$ cat config.mk
export PLATFORM = sky130hd
export DESIGN_NAME = corexy_two_axis_homing_sequencer_core
export DESIGN_NICKNAME = d
export VERILOG_FILES = /design/src/hdl/cxyh_pkg.sv /design/src/hdl/cxyh_seq.sv /design/src/hdl/corexy_two_axis_homing_sequencer_core.sv
export VERILOG_INCLUDE_DIRS = /design/src /design/src/hdl
export SDC_FILE = /design/constraint.sdc
export NUM_CORES = 1
export LEC_CHECK = 0
export ABC_AREA = 1
export BUFFER_PORTS_ARGS = -buffer_cell sky130_fd_sc_hd__buf_2
export CAP_MARGIN = 20
export CORE_MARGIN = 1.5
export CORE_UTILIZATION = 55
export DETAILED_ROUTE_END_ITERATION = 7
export PLACE_DENSITY = 0.76
export SYNTH_ARGS = -nofsm -noshare
export SYNTH_HDL_FRONTEND = slang
export SYNTH_SLANG_ARGS = --single-unit
export TNS_END_PERCENT = 5
$ cat constraint.sdc
create_clock -name clk_i -period 6.3 [get_ports clk_i]
set_input_delay 1.26 -clock clk_i [delete_from_list [all_inputs] [get_ports clk_i]]
set_output_delay 1.26 -clock clk_i [all_outputs]
set_load 0.01 [all_outputs]
$ cat src/hdl/corexy_two_axis_homing_sequencer_core_macros.svh
// ----------------------------------------------------------------------------
// CoreXY homing sequencer assertion macros
// Shared concurrent assertion forms, clocked on clk_i; CXYH_ASSERT is disabled while rst_ni is low.
// ----------------------------------------------------------------------------
`ifndef COREXY_TWO_AXIS_HOMING_SEQUENCER_CORE_MACROS_SVH
`define COREXY_TWO_AXIS_HOMING_SEQUENCER_CORE_MACROS_SVH

// checked only outside reset
`define CXYH_ASSERT(lbl, prop, msg) \
  lbl: assert property (@(posedge clk_i) disable iff (!rst_ni) prop) else $error(msg);

// checked at every edge, reset included
`define CXYH_ASSERT_ALWAYS(lbl, prop, msg) \
  lbl: assert property (@(posedge clk_i) prop) else $error(msg);

`endif

$ cat src/hdl/cxyh_pkg.sv
// ----------------------------------------------------------------------------
// CoreXY homing sequencer package
// Field widths, register defaults, codes and transaction structs.
// ----------------------------------------------------------------------------
package cxyh_pkg;

  localparam int PER_W      = 20;
  localparam int LIM_W      = 16;
  localparam int CFG_IDX_W  = 3;
  localparam int COUNT_BITS_DEF = 16;

  localparam logic [PER_W-1:0] SEEK_IVL_RST     = 20'd1000;
  localparam logic [PER_W-1:0] LATCH_IVL_RST    = 20'd4000;
  localparam logic [LIM_W-1:0] X_SEARCH_RST     = 16'd32800;
  localparam logic [LIM_W-1:0] Y_SEARCH_RST     = 16'd26300;
  localparam logic [LIM_W-1:0] RELEASE_LIM_RST  = 16'd600;
  localparam logic [LIM_W-1:0] BACKOFF_RST      = 16'd400;
  localparam logic [LIM_W-1:0] CLEARANCE_RST    = 16'd200;
  localparam logic [1:0]       DIR_INV_RST      = 2'd0;

  typedef enum logic [CFG_IDX_W-1:0] {
    CFG_SEEK_IVL     = 3'd0,
    CFG_LATCH_IVL    = 3'd1,
    CFG_X_SEARCH     = 3'd2,
    CFG_Y_SEARCH     = 3'd3,
    CFG_RELEASE_LIM  = 3'd4,
    CFG_BACKOFF      = 3'd5,
    CFG_CLEARANCE    = 3'd6,
    CFG_DIR_INVERT   = 3'd7
  } cfg_idx_e;

  typedef enum logic [2:0] {
    ST_IDLE       = 3'd0,
    ST_BUSY       = 3'd1,
    ST_OK         = 3'd2,
    ST_STUCK      = 3'd3,
    ST_TIMEOUT    = 3'd4,
    ST_UNEXPECTED = 3'd5
  } status_e;

  typedef struct packed {
    logic [PER_W-1:0] seek_ivl;
    logic [PER_W-1:0] latch_ivl;
    logic [LIM_W-1:0] x_search;
    logic [LIM_W-1:0] y_search;
    logic [LIM_W-1:0] release_lim;
    logic [LIM_W-1:0] backoff;
    logic [LIM_W-1:0] clearance;
    logic [1:0]       dir_inv;
  } cfg_t;

  typedef struct packed {
    logic command;
    logic x_before;
    logic y_before;
    logic x_after;
    logic x_settled;
    logic y_after;
    logic y_settled;
  } item_t;

  typedef struct packed {
    logic             step_pulse;
    logic             dir_a;
    logic             dir_b;
    logic [PER_W-1:0] period;
    status_e          status;
    logic             homed;
    logic             drivers;
  } res_t;

endpackage

$ cat src/hdl/cxyh_seq.sv
// ----------------------------------------------------------------------------
// CoreXY homing phase sequencer
// Holds phase, axis, step count and flags; works out one tick per transaction.
// ----------------------------------------------------------------------------
module cxyh_seq import cxyh_pkg::*; #(
  parameter int COUNT_BITS = COUNT_BITS_DEF
) (
  input  logic  clk_i,
  input  logic  rst_ni,
  input  logic  acc_i,
  input  item_t item_i,
  input  cfg_t  cfg_i,
  output res_t  res_o
);

  localparam int CMP_W = (COUNT_BITS > LIM_W) ? COUNT_BITS : LIM_W;

  typedef enum logic [2:0] {
    PH_IDLE  = 3'd0,
    PH_ENTRY = 3'd1,
    PH_REL0  = 3'd2,
    PH_SEEK  = 3'd3,
    PH_BACK  = 3'd4,
    PH_LATCH = 3'd5,
    PH_REL1  = 3'd6,
    PH_CLEAR = 3'd7
  } phase_e;

  phase_e                phase_q, phase_d;
  logic                  axis_y_q, axis_y_d;
  logic [COUNT_BITS-1:0] cnt_q, cnt_d;
  logic                  homed_q, homed_d;
  logic                  drv_q, drv_d;

  logic    sw_b, sw_a, sw_s, guard;
  logic    do_step, away, use_latch;
  status_e status;

  function automatic logic reach(input logic [COUNT_BITS-1:0] cv,
                                 input logic [LIM_W-1:0] lim);
    reach = (CMP_W'(cv) >= CMP_W'(lim)) || (&cv);
  endfunction

  function automatic logic [COUNT_BITS-1:0] sat_inc(input logic [COUNT_BITS-1:0] cv);
    sat_inc = (&cv) ? cv : cv + COUNT_BITS'(1);
  endfunction

  always_comb begin
    phase_d   = phase_q;
    axis_y_d  = axis_y_q;
    cnt_d     = cnt_q;
    homed_d   = homed_q;
    drv_d     = drv_q;
    status    = ST_IDLE;
    do_step   = 1'b0;
    away      = 1'b0;
    use_latch = 1'b0;
    sw_b      = 1'b0;
    sw_a      = 1'b0;
    sw_s      = 1'b0;
    guard     = 1'b0;

    if (item_i.command) begin
      homed_d  = 1'b0;
      drv_d    = 1'b1;
      axis_y_d = 1'b0;
      cnt_d    = '0;
      phase_d  = PH_ENTRY;
      status   = ST_BUSY;
    end else if (phase_q != PH_IDLE) begin
      status = ST_BUSY;
      // X clearance done: move on to Y within this tick
      if (phase_d == PH_CLEAR && !axis_y_d && reach(cnt_d, cfg_i.clearance)) begin
        axis_y_d = 1'b1;
        phase_d  = PH_ENTRY;
        cnt_d    = '0;
      end
      sw_b  = axis_y_d ? item_i.y_before  : item_i.x_before;
      sw_a  = axis_y_d ? item_i.y_after   : item_i.x_after;
      sw_s  = axis_y_d ? item_i.y_settled : item_i.x_settled;
      guard = axis_y_d & item_i.x_before;
      if (phase_d == PH_ENTRY) begin
        phase_d = sw_b ? PH_REL0 : PH_SEEK;
        cnt_d   = '0;
      end
      if (phase_d == PH_BACK && reach(cnt_d, cfg_i.backoff)) begin
        if (sw_b) begin
          phase_d = PH_IDLE; homed_d = 1'b0; drv_d = 1'b0; status = ST_STUCK;
        end else begin
          phase_d = PH_LATCH;
          cnt_d   = '0;
        end
      end

      case (phase_d)
        PH_REL0: begin
          if (reach(cnt_d, cfg_i.release_lim)) begin
            phase_d = PH_IDLE; homed_d = 1'b0; drv_d = 1'b0; status = ST_STUCK;
          end else begin
            do_step = 1'b1; away = 1'b1;
            cnt_d   = sat_inc(cnt_d);
            if (!sw_a && !sw_s) begin
              phase_d = PH_SEEK; cnt_d = '0;
            end
          end
        end
        PH_SEEK: begin
          if (reach(cnt_d, axis_y_d ? cfg_i.y_search : cfg_i.x_search)) begin
            phase_d = PH_IDLE; homed_d = 1'b0; drv_d = 1'b0; status = ST_TIMEOUT;
          end else if (guard) begin
            phase_d = PH_IDLE; homed_d = 1'b0; drv_d = 1'b0; status = ST_UNEXPECTED;
          end else begin
            do_step = 1'b1;
            cnt_d   = sat_inc(cnt_d);
            if (sw_a && sw_s) begin
              phase_d = PH_BACK; cnt_d = '0;
            end
          end
        end
        PH_BACK: begin
          if (guard) begin
            phase_d = PH_IDLE; homed_d = 1'b0; drv_d = 1'b0; status = ST_UNEXPECTED;
          end else begin
            do_step = 1'b1; away = 1'b1;
            cnt_d   = sat_inc(cnt_d);
            if (reach(cnt_d, cfg_i.backoff)) begin
              if (sw_a || sw_s) begin
                phase_d = PH_IDLE; homed_d = 1'b0; drv_d = 1'b0; status = ST_STUCK;
              end else begin
                phase_d = PH_LATCH; cnt_d = '0;
              end
            end
          end
        end
        PH_LATCH: begin
          if (reach(cnt_d, cfg_i.release_lim)) begin
            phase_d = PH_IDLE; homed_d = 1'b0; drv_d = 1'b0; status = ST_TIMEOUT;
          end else if (guard) begin
            phase_d = PH_IDLE; homed_d = 1'b0; drv_d = 1'b0; status = ST_UNEXPECTED;
          end else begin
            do_step = 1'b1; use_latch = 1'b1;
            cnt_d   = sat_inc(cnt_d);
            if (sw_a && sw_s) begin
              phase_d = PH_REL1; cnt_d = '0;
            end
          end
        end
        PH_REL1: begin
          if (reach(cnt_d, cfg_i.release_lim)) begin
            phase_d = PH_IDLE; homed_d = 1'b0; drv_d = 1'b0; status = ST_STUCK;
          end else if (guard) begin
            phase_d = PH_IDLE; homed_d = 1'b0; drv_d = 1'b0; status = ST_UNEXPECTED;
          end else begin
            do_step = 1'b1; away = 1'b1; use_latch = 1'b1;
            cnt_d   = sat_inc(cnt_d);
            if (!sw_a && !sw_s) begin
              phase_d = PH_CLEAR; cnt_d = '0;
            end
          end
        end
        PH_CLEAR: begin
          if (reach(cnt_d, cfg_i.clearance)) begin
            // only Y reaches here: run complete
            phase_d = PH_IDLE; homed_d = 1'b1; status = ST_OK;
          end else if (guard) begin
            phase_d = PH_IDLE; homed_d = 1'b0; drv_d = 1'b0; status = ST_UNEXPECTED;
          end else begin
            do_step = 1'b1; away = 1'b1; use_latch = 1'b1;
            cnt_d   = sat_inc(cnt_d);
          end
        end
        default: ;
      endcase
    end

    res_o            = '0;
    res_o.step_pulse = do_step;
    res_o.dir_a      = do_step & ((away ? ~axis_y_d : axis_y_d) ^ cfg_i.dir_inv[0]);
    res_o.dir_b      = do_step & (away ^ cfg_i.dir_inv[1]);
    res_o.period     = do_step ? (use_latch ? cfg_i.latch_ivl : cfg_i.seek_ivl)
                               : '0;
    res_o.status     = status;
    res_o.homed      = homed_d;
    res_o.drivers    = drv_d;
  end

  always_ff @(posedge clk_i or negedge rst_ni) begin
    if (!rst_ni) begin
      phase_q  <= PH_IDLE;
      axis_y_q <= 1'b0;
      cnt_q    <= '0;
      homed_q  <= 1'b0;
      drv_q    <= 1'b0;
    end else if (acc_i) begin
      phase_q  <= phase_d;
      axis_y_q <= axis_y_d;
      cnt_q    <= cnt_d;
      homed_q  <= homed_d;
      drv_q    <= drv_d;
    end
  end

endmodule

$ cat src/hdl/corexy_two_axis_homing_sequencer_core.sv
// A result is registered into the output register, or into the skid register while the output stalls.
// Throughput: one transaction per cycle while in_stall_o is low; the phase logic is combinational.
// A one-entry skid register takes one more transaction under output stall, then input stalls.
// Reset (async, active low): sequencer idle, not homed, drivers off, registers at defaults.
// ----------------------------------------------------------------------------
// CoreXY two-axis homing sequencer core
// Config registers, phase sequencer, registered output with skid stage.
// ----------------------------------------------------------------------------
`include "corexy_two_axis_homing_sequencer_core_macros.svh"

module corexy_two_axis_homing_sequencer_core import cxyh_pkg::*; #(
  parameter int COUNT_BITS = COUNT_BITS_DEF
) (
  input  logic                 clk_i,
  input  logic                 rst_ni,
  input  logic                 cfg_we_i,
  input  logic [CFG_IDX_W-1:0] cfg_idx_i,
  input  logic [PER_W-1:0]     cfg_wdata_i,
  input  logic                 in_valid_i,
  output logic                 in_stall_o,
  input  logic                 command_i,
  input  logic                 x_active_before_i,
  input  logic                 y_active_before_i,
  input  logic                 x_active_after_i,
  input  logic                 x_active_settled_i,
  input  logic                 y_active_after_i,
  input  logic                 y_active_settled_i,
  output logic                 out_valid_o,
  input  logic                 out_stall_i,
  output logic                 step_pulse_o,
  output logic                 dir_a_level_o,
  output logic                 dir_b_level_o,
  output logic [PER_W-1:0]     step_ivl_o,
  output logic [2:0]           status_o,
  output logic                 homed_o,
  output logic                 drivers_enabled_o
);

  cfg_t  cfg_q;
  item_t item;
  res_t  res;
  res_t  out_q, skid_q;
  logic  out_vld_q, skid_vld_q;
  logic  acc, out_free;

  always_ff @(posedge clk_i or negedge rst_ni) begin
    if (!rst_ni) begin
      cfg_q.seek_ivl     <= SEEK_IVL_RST;
      cfg_q.latch_ivl    <= LATCH_IVL_RST;
      cfg_q.x_search     <= X_SEARCH_RST;
      cfg_q.y_search     <= Y_SEARCH_RST;
      cfg_q.release_lim  <= RELEASE_LIM_RST;
      cfg_q.backoff      <= BACKOFF_RST;
      cfg_q.clearance    <= CLEARANCE_RST;
      cfg_q.dir_inv      <= DIR_INV_RST;
    end else if (cfg_we_i) begin
      case (cfg_idx_e'(cfg_idx_i))
        CFG_SEEK_IVL:     cfg_q.seek_ivl     <= cfg_wdata_i;
        CFG_LATCH_IVL:    cfg_q.latch_ivl    <= cfg_wdata_i;
        CFG_X_SEARCH:     cfg_q.x_search     <= cfg_wdata_i[LIM_W-1:0];
        CFG_Y_SEARCH:     cfg_q.y_search     <= cfg_wdata_i[LIM_W-1:0];
        CFG_RELEASE_LIM:  cfg_q.release_lim  <= cfg_wdata_i[LIM_W-1:0];
        CFG_BACKOFF:      cfg_q.backoff      <= cfg_wdata_i[LIM_W-1:0];
        CFG_CLEARANCE:    cfg_q.clearance    <= cfg_wdata_i[LIM_W-1:0];
        CFG_DIR_INVERT:   cfg_q.dir_inv      <= cfg_wdata_i[1:0];
        default: ;
      endcase
    end
  end

  assign in_stall_o = skid_vld_q;
  assign acc        = in_valid_i & ~skid_vld_q;
  assign out_free   = ~out_vld_q | ~out_stall_i;

  assign item.command   = command_i;
  assign item.x_before  = x_active_before_i;
  assign item.y_before  = y_active_before_i;
  assign item.x_after   = x_active_after_i;
  assign item.x_settled = x_active_settled_i;
  assign item.y_after   = y_active_after_i;
  assign item.y_settled = y_active_settled_i;

  cxyh_seq #(
    .COUNT_BITS(COUNT_BITS)
  ) u_seq (
    .clk_i  (clk_i),
    .rst_ni (rst_ni),
    .acc_i  (acc),
    .item_i (item),
    .cfg_i  (cfg_q),
    .res_o  (res)
  );

  // result register plus one-entry skid
  always_ff @(posedge clk_i or negedge rst_ni) begin
    if (!rst_ni) begin
      out_vld_q  <= 1'b0;
      skid_vld_q <= 1'b0;
    end else begin
      if (out_free) begin
        out_vld_q  <= skid_vld_q | acc;
        skid_vld_q <= 1'b0;
      end else if (acc) begin
        skid_vld_q <= 1'b1;
      end
    end
  end

  always_ff @(posedge clk_i) begin
    if (out_free) begin
      out_q <= skid_vld_q ? skid_q : res;
    end else if (acc) begin
      skid_q <= res;
    end
  end

  assign out_valid_o       = out_vld_q;
  assign step_pulse_o      = out_q.step_pulse;
  assign dir_a_level_o     = out_q.dir_a;
  assign dir_b_level_o     = out_q.dir_b;
  assign step_ivl_o        = out_q.period;
  assign status_o          = out_q.status;
  assign homed_o           = out_q.homed;
  assign drivers_enabled_o = out_q.drivers;

  `CXYH_ASSERT_ALWAYS(a_skid_implies_out, skid_vld_q |-> out_vld_q, "skid full with output empty")
  `CXYH_ASSERT(a_skid_fill, (out_vld_q && out_stall_i && acc) |=> skid_vld_q, "stalled transaction lost")
  `CXYH_ASSERT(a_idle_payload, (out_vld_q && !out_q.step_pulse) |-> (out_q.period == '0 && !out_q.dir_a && !out_q.dir_b), "payload set without a step")
  `CXYH_ASSERT(a_homed_drv, (out_vld_q && out_q.homed) |-> out_q.drivers, "homed with drivers off")

endmodule

Yosys cells after proc, flatten, opt, wreduce, memory -nomap -nowiden
Index checks and enable logic that the tools add are counted.
Operators by class
  add/sub/neg operators: 1
  order comparisons: 6
  equality and inequality tests: 16
  muxes and demuxes: 124
  bitwise gates (word level): 13
  reductions and logical operators: 34
Operators by type and width (count)
  $mux W16: 25
  $mux W3: 40
  $ge A16 B16 Y1: 6
  $pmux W16 S6: 1
  $reduce_and A16 Y1: 4
  $mux W1: 47
  $mux W20: 2
  $pmux W3 S6: 2
  $eq A3 B3 Y1 const B: 10
  $mux W28: 1
  $reduce_and A2 Y1: 10
  $add A16 B1 Y16 const B: 1
  $pmux W1 S5: 3
  $eq A3 B2 Y1 const B: 4
  $logic_or A1 B1 Y1: 7
  $eq A3 B1 Y1 const B: 2
  $logic_and A1 B1 Y1: 5
  $not A1 Y1: 5
  $and A1 B1 Y1: 4
  $pmux W1 S4: 1
  $reduce_bool A2 Y1: 2
  $logic_not A1 Y1: 3
  $logic_not A3 Y1: 1
  $reduce_bool A3 Y1: 1
  other kinds (5): 7
Word-level totals
  bits in registers: 202
  bits of input ports: 35
  output and inout port bits: 30
  word-level logic and storage cells: 223

Longest topological paths before layout
  depth after elaboration: 26
  depth in mapped cells: 62
  gate-level depth less buffers: 59

Cells and area by module
A second synthesis with hierarchy kept.
Second synthesis, totals
  cells, all modules: 1672
  area, all modules: 12754.7 um^2
Modules (own cells, without submodules)
  corexy_two_axis_homing_sequencer_core: instances 1, cells an instance 699, area each 6950.4 um^2, seq. area each 4825.9 um^2
  cxyh_seq: instances 1, cells an instance 973, area each 5804.3 um^2, seq. area each 550.5 um^2

Worst setup path after synthesis
OpenSTA, ideal clock, no wires.
  path kind: flip-flop to flip-flop
  start: register cfg_q[5] (netlist name)
  end: register out_q (netlist bit status_o[1]) (data pin)
  arrival: 6.642 ns
  data required time: 6.047 ns
  slack: -0.594 ns
  cell stages (with the launch flop): 61
  path buffers: 3
  clock period less this slack: 6.894 ns
  path through: dfstp_2 > inv_1 > ha_1 > nand2_1 > nor2_1 > nor2_1 > nand2_1 > nand2_1 > nand2_1 > nand2_1 > nand2_2 > nand2_4 > nand2_2 > nand3_2 > buf_2 > nand3_1 > inv_1 > ha_1 > (+25 left out) > o21a_1 > o21a_1 > o21a_1 > o21a_1 > o21ai_0 > nand2_1 > a21o_1 > a21oi_1 > o21ai_0 > a21oi_1 > o21a_1 > nand2_2 > nand2_1 > nand2_1 > nand2_1 > a21boi_2 > nand2_1 > nand2_1
RTL lines
  start, declared: RTL line corexy_two_axis_homing_sequencer_core.sv:39  | cfg_t cfg_q;
  end signal, assigned: RTL line corexy_two_axis_homing_sequencer_core.sv:111  | out_q <= skid_vld_q ? skid_q : res;
  end, declared: RTL line corexy_two_axis_homing_sequencer_core.sv:42  | res_t out_q, skid_q;

Worst setup path in the final report
  start: register cfg_q[5] (netlist name)
  end: register u_seq.cnt_q[15]
On the way
  cells in the longest elaborated chain, start to end: 25
  elaborated cells on any way between the ends: 75
  classes of those cells: 1 x add/sub; 6 x order compare; 8 x eq/ne; 43 x mux; 1 x bitwise; 16 x reduce/logical
RTL lines
  $ge A16 B16 Y1: RTL line cxyh_seq.sv:41  | reach = (CMP_W'(cv) >= CMP_W'(lim)) || (&cv);
  $logic_or A1 B1 Y1: RTL line cxyh_seq.sv:41
  $logic_and A1 B1 Y1: RTL line cxyh_seq.sv:73  | if (phase_d == PH_CLEAR && !axis_y_d && reach(cnt_d, cfg_i.clearance)) begin
  $mux W3 or $mux W1 (tied branches): RTL line cxyh_seq.sv:73
  $mux W3 or $mux W1 (tied branches): RTL line cxyh_seq.sv:70  | end else if (phase_q != PH_IDLE) begin
  $mux W3 or $mux W1 (tied branches): RTL line cxyh_seq.sv:63  | if (item_i.command) begin
  $eq A3 B1 Y1 or $mux W1 (tied branches): RTL line cxyh_seq.sv:82, cxyh_seq.sv:78
  $mux W16 or $mux W1 (tied branches): RTL line cxyh_seq.sv:82, cxyh_seq.sv:83
  (+9 left out)
  $mux W16: RTL line cxyh_seq.sv:45  | sat_inc = (&cv) ? cv : cv + COUNT_BITS'(1);
  $ge A16 B16 Y1 or $reduce_and A16 Y1 (tied branches): RTL line cxyh_seq.sv:41
  $logic_or A1 B1 Y1: RTL line cxyh_seq.sv:41
  $mux W16: RTL line cxyh_seq.sv:126  | if (reach(cnt_d, cfg_i.backoff)) begin
  $mux W16: RTL line cxyh_seq.sv:121  | if (guard) begin
  $pmux W16 S6 *: RTL line cxyh_seq.sv:95  | case (phase_d)
  $mux W16 *: RTL line cxyh_seq.sv:70
  $mux W16 *: RTL line cxyh_seq.sv:63
  end signal, assigned: RTL line cxyh_seq.sv:197  | cnt_q <= cnt_d;
  end, declared: RTL line cxyh_seq.sv:31  | logic [COUNT_BITS-1:0] cnt_q, cnt_d;
Every way passes the cells marked *; elsewhere a longest branch is shown, timed or not. The select of a mux whose other input is x is not followed.
A chain may end at the register's enable or synchronous reset.

==> results by group <==
Power
  – Comb power frac: 0.506
  – Pint: 3.671 mW
  – Flop pwr share: 0.293
  – Leak pwr: 8.431 nW
  – Power per cell area: 389.0 mW/mm2
  – Net Sw Frac: 0.4073
  – Psw: 2.522 mW
  – Overall power: 6.193 mW
  – Share of power burned in the clock network: 0.200
  – Worst IR Drop VDD: 0.2673 mV

Floorplanning
  – Core Area: 0.02250 mm2
  – Initial Util: 0.5576
  – Row cnt: 55
  – Die extent in x: 154.0 um
  – I/O pin total: 65
  – Die area: 0.02373 mm2
  – Die Y: 154.0 um

Yosys
  – Synth unique cells: 52
  – Mapped Cells: 1576
  – Primary FF master, synth: dfrtp_1
  – Mean Syn Cell Area: 7.962 um2
  – EDFF count, synth: 56
  – Ys async rst share: 0.7228
  – Synthesized flop and latch total: 202
  – Synth Warn #: 0
  – Sequential area share after synthesis: 0.4285
  – Netlist Area Pre-Place: 0.01255 mm2
  – Post-Syn Nets: 1708

Detailed routing
  – Vias post-DR: 12.12k
  – Routed wire length: 40360 um
  – Antenna Nets Post-Route: 0
  – Post-route DRC: 0
  – DR vias/cell: 5.642
  – DRT iter0 DRCs: 807
  – Wire length per cell: 18.79 um
  – Drt first pass iters: 7

Layout
  – Fillers: 1757
  – ANT cells: 0
  – FF/Latch Area: 0.005376 mm2
  – Final cell count without fillers: 2148
  – Layout area overhead: 26.87%
  – Multi-input gate area: 0.006526 mm2
  – Final instance area: 0.01592 mm2
  – Layout cells sized above 1: 0.2555
  – Fin nets: 1979

Global routing
  – Global route overflow: 0
  – Tot GR Track Use: 0.3426
  – First-pass GRT wire length: 63340 um
  – Number of global-route vias before repair: 11.97k
  – Largest net degree at the start of global routing: 92
  – Initial antenna violation count: 0

Placed design
  – Cells after DPL: 2078
  – Cell Area, Placed: 0.01467 mm2
  – Port bufs: 64
  – RePlAce Congestion: 1.028
  – DP HPWL: 29910 um
  – Placement Setup Slack: -0.7403 ns

Timing
  – Least-Margin Pin Slew: 1.073 ns
  – Min Clock Period, post-route: 6.869 ns
  – Final setup margin: -0.5686 ns
  – Final Skew: 0.02185 ns
  – Worst hold slack: 0.4848 ns
  – Max Slew Vio Count: 0
  – Slew HR: 0.2830
  – Final setup violating endpoints: 73
  – RSZ-0062 raised after global routing: yes
  – Fin. Hold Viols: 0
  – Top achievable clock speed: 0.1456 GHz
  – Fin crit share: 1.090

Worst setup path
  – Crit path DAT: 7.32 ns
  – Crit path required time: 6.75 ns
  – Worst Setup Path Type: flop to flop
  – Worst-path fanout max: 6
  – Crit-path slowest cell: dfstp_2
  – Crit. End Element: flop
  – Crit path top cell by count: nand2_1
  – Critical Path Max Stage Delay: 0.54 ns
  – Critical Path Source Type: flop
  – Reg2reg path depth: 51

Job
  – Total of max-cap violations: 0

Status
  – Failing checks: setup timing
  – Status: complete, but fails checks

Min path
  – Hold depth: 2
  – Worst Hold Class: flop to flop

CTS
  – Reg clk slew, reported paths: 0.06 ns
  – CTS tree: built
  – CTS Buf Count: 22
  – H-tree levels: 1
  – CTS Sinks: 202
  – Root buffer cell: clkbuf_16
  – Skew-Pair Late Insertion Delay: 0.53 ns
  – Clock buffer depth: 3
metal layers:
metal  GRT usage  vias up  routed length (um)
met5           0        -                   0
met3     0.05355       97                2860
li1            -     5775                   -
met2      0.5777      465               19250
met4      0.1359        0                1488
met1      0.4433     5781               16760
final timing paths:
check	slack, ns	to	startpoint
worst min register to register	0.48	cfg_q[120]	cfg_q[120]
min in group asynchronous	0.79	u_seq.cnt_q[10]	rst_ni
worst max-delay path	-0.57	u_seq.cnt_q[15]	cfg_q[5]
worst min-delay path	0.48	cfg_q[120]	cfg_q[120]
max in group asynchronous	4.15	cfg_q[65]	rst_ni
worst max register to register	-0.57	u_seq.cnt_q[15]	cfg_q[5]
state kept, by name (all words and copies together) (netlist names):
signal and flops:
step_pulse_o 1, skid_q 28, in_stall_o 1, u_seq.homed_q 1, u_seq.axis_y_q 1, step_ivl_o 20
status_o 3, out_valid_o 1, dir_b_level_o 1, dir_a_level_o 1, u_seq.phase_q 3, drivers_enabled_o 1
homed_o 1, cfg_q 122, u_seq.drv_q 1, u_seq.cnt_q 16
placed cells by master, fill, tap and decap left out, types with 16 or more instances in the layout:
master	count
a21oi_1	53
buf_2	63
buf_4	221
clkbuf_16	22
dfrtp_1	113
dfstp_2	33
edfxtp_1	56
ha_1	90
inv_1	188
mux2i_1	16
nand2_1	435
nand2_2	22
nand3_1	65
nand4_1	16
nor2_1	66
o21ai_0	164
o21ai_1	35
power by group through the flow:
stage                     Clock, mW  Combinational [mW]  Sequential (mW)
after floorplan                   0                1.60             1.84
after global placement            0                2.80             1.82
after detailed placement          0                2.85             1.83
after CTS                      1.25                3.01             1.81
after global routing           1.29                3.43             1.84
final                          1.24                3.14             1.82
final cells by class:
cell class / count / area share
multi-input combinational: 1118 / 0.4099
clock inverter: 8 / 0.005344
timing repair buffer: 296 / 0.1375
inverter: 207 / 0.04959
sequential: 202 / 0.3377
tap: 285 / 0.02240
clock buffer: 32 / 0.03757
kinds of logic (layout without fill, tap and decap cells):
family / Yosys count / in the layout / share of synthesized area
adders and majority gates: 97 / 97 / 0.09672
muxes: 36 / 36 / 0.03071
and+or+nand+nor: 656 / 657 / 0.2184
xor gates and xnor gates: 6 / 6 / 0.004188
DFF: 202 / 202 / 0.4285
AOI/OAI and AO/OA: 322 / 322 / 0.1410
buffers and inverters: 257 / 543 / 0.08057
Yosys cell counts, drive strengths merged, types with 2 or more instances:
master,instances,area (um2)
nand2,464,1777
inv,206,773.2
o21ai,205,1030
dfrtp,113,2828
ha,97,1214
nor2,82,335.3
nand3,75,385.4
a21oi,60,300.3
edfxtp,56,1682
clkbuf,37,138.9
dfstp,33,867.1
mux2,20,225.2
nand4,17,121.4
mux2i,16,160.2
buf,13,95.09
nor3,11,60.06
o21a,11,82.58
o211ai,10,75.07
a21boi,6,48.80
o22ai,6,37.54
a21o,4,30.03
or2,4,25.02
xor2,4,35.03
a221oi,3,26.28
a31oi,3,18.77
a32oi,3,26.28
a41oi,3,26.28
o311ai,3,26.28
a22oi,2,15.01
nand3b,2,15.01
xnor2,2,17.52
metrics by stage:
step	TNS (ns)	utilization
after floorplan	-2.900	-
after global placement	-39.06	0.6521
after detailed placement	-45.60	0.6521
after CTS	-20.13	0.6981
after global routing	-54.83	0.7075
final	-22.50	0.7075
worst max-delay path: cells and delay by family, from the launching register on:
kind                       cells  cell delay, ns
AOI/OAI and AO/OA             16            2.29
adders and majority gates      4            0.94
buffers and inverters          3            0.19
DFF                            1            0.54
and+or+nand+nor               28            2.81
timing repair:
| action | in CTS | in global routing |
|---|---|---|
| resized for setup | 47 | 26 |
| gates cloned | 1 | 0 |
| buffers inserted | 21 | 5 |
| pin swaps | 24 | 10 |
| hold buffers | 0 | 0 |
| endpoints found under the setup margin | 77 | 77 |
Power figures use the tool's default switching activity.
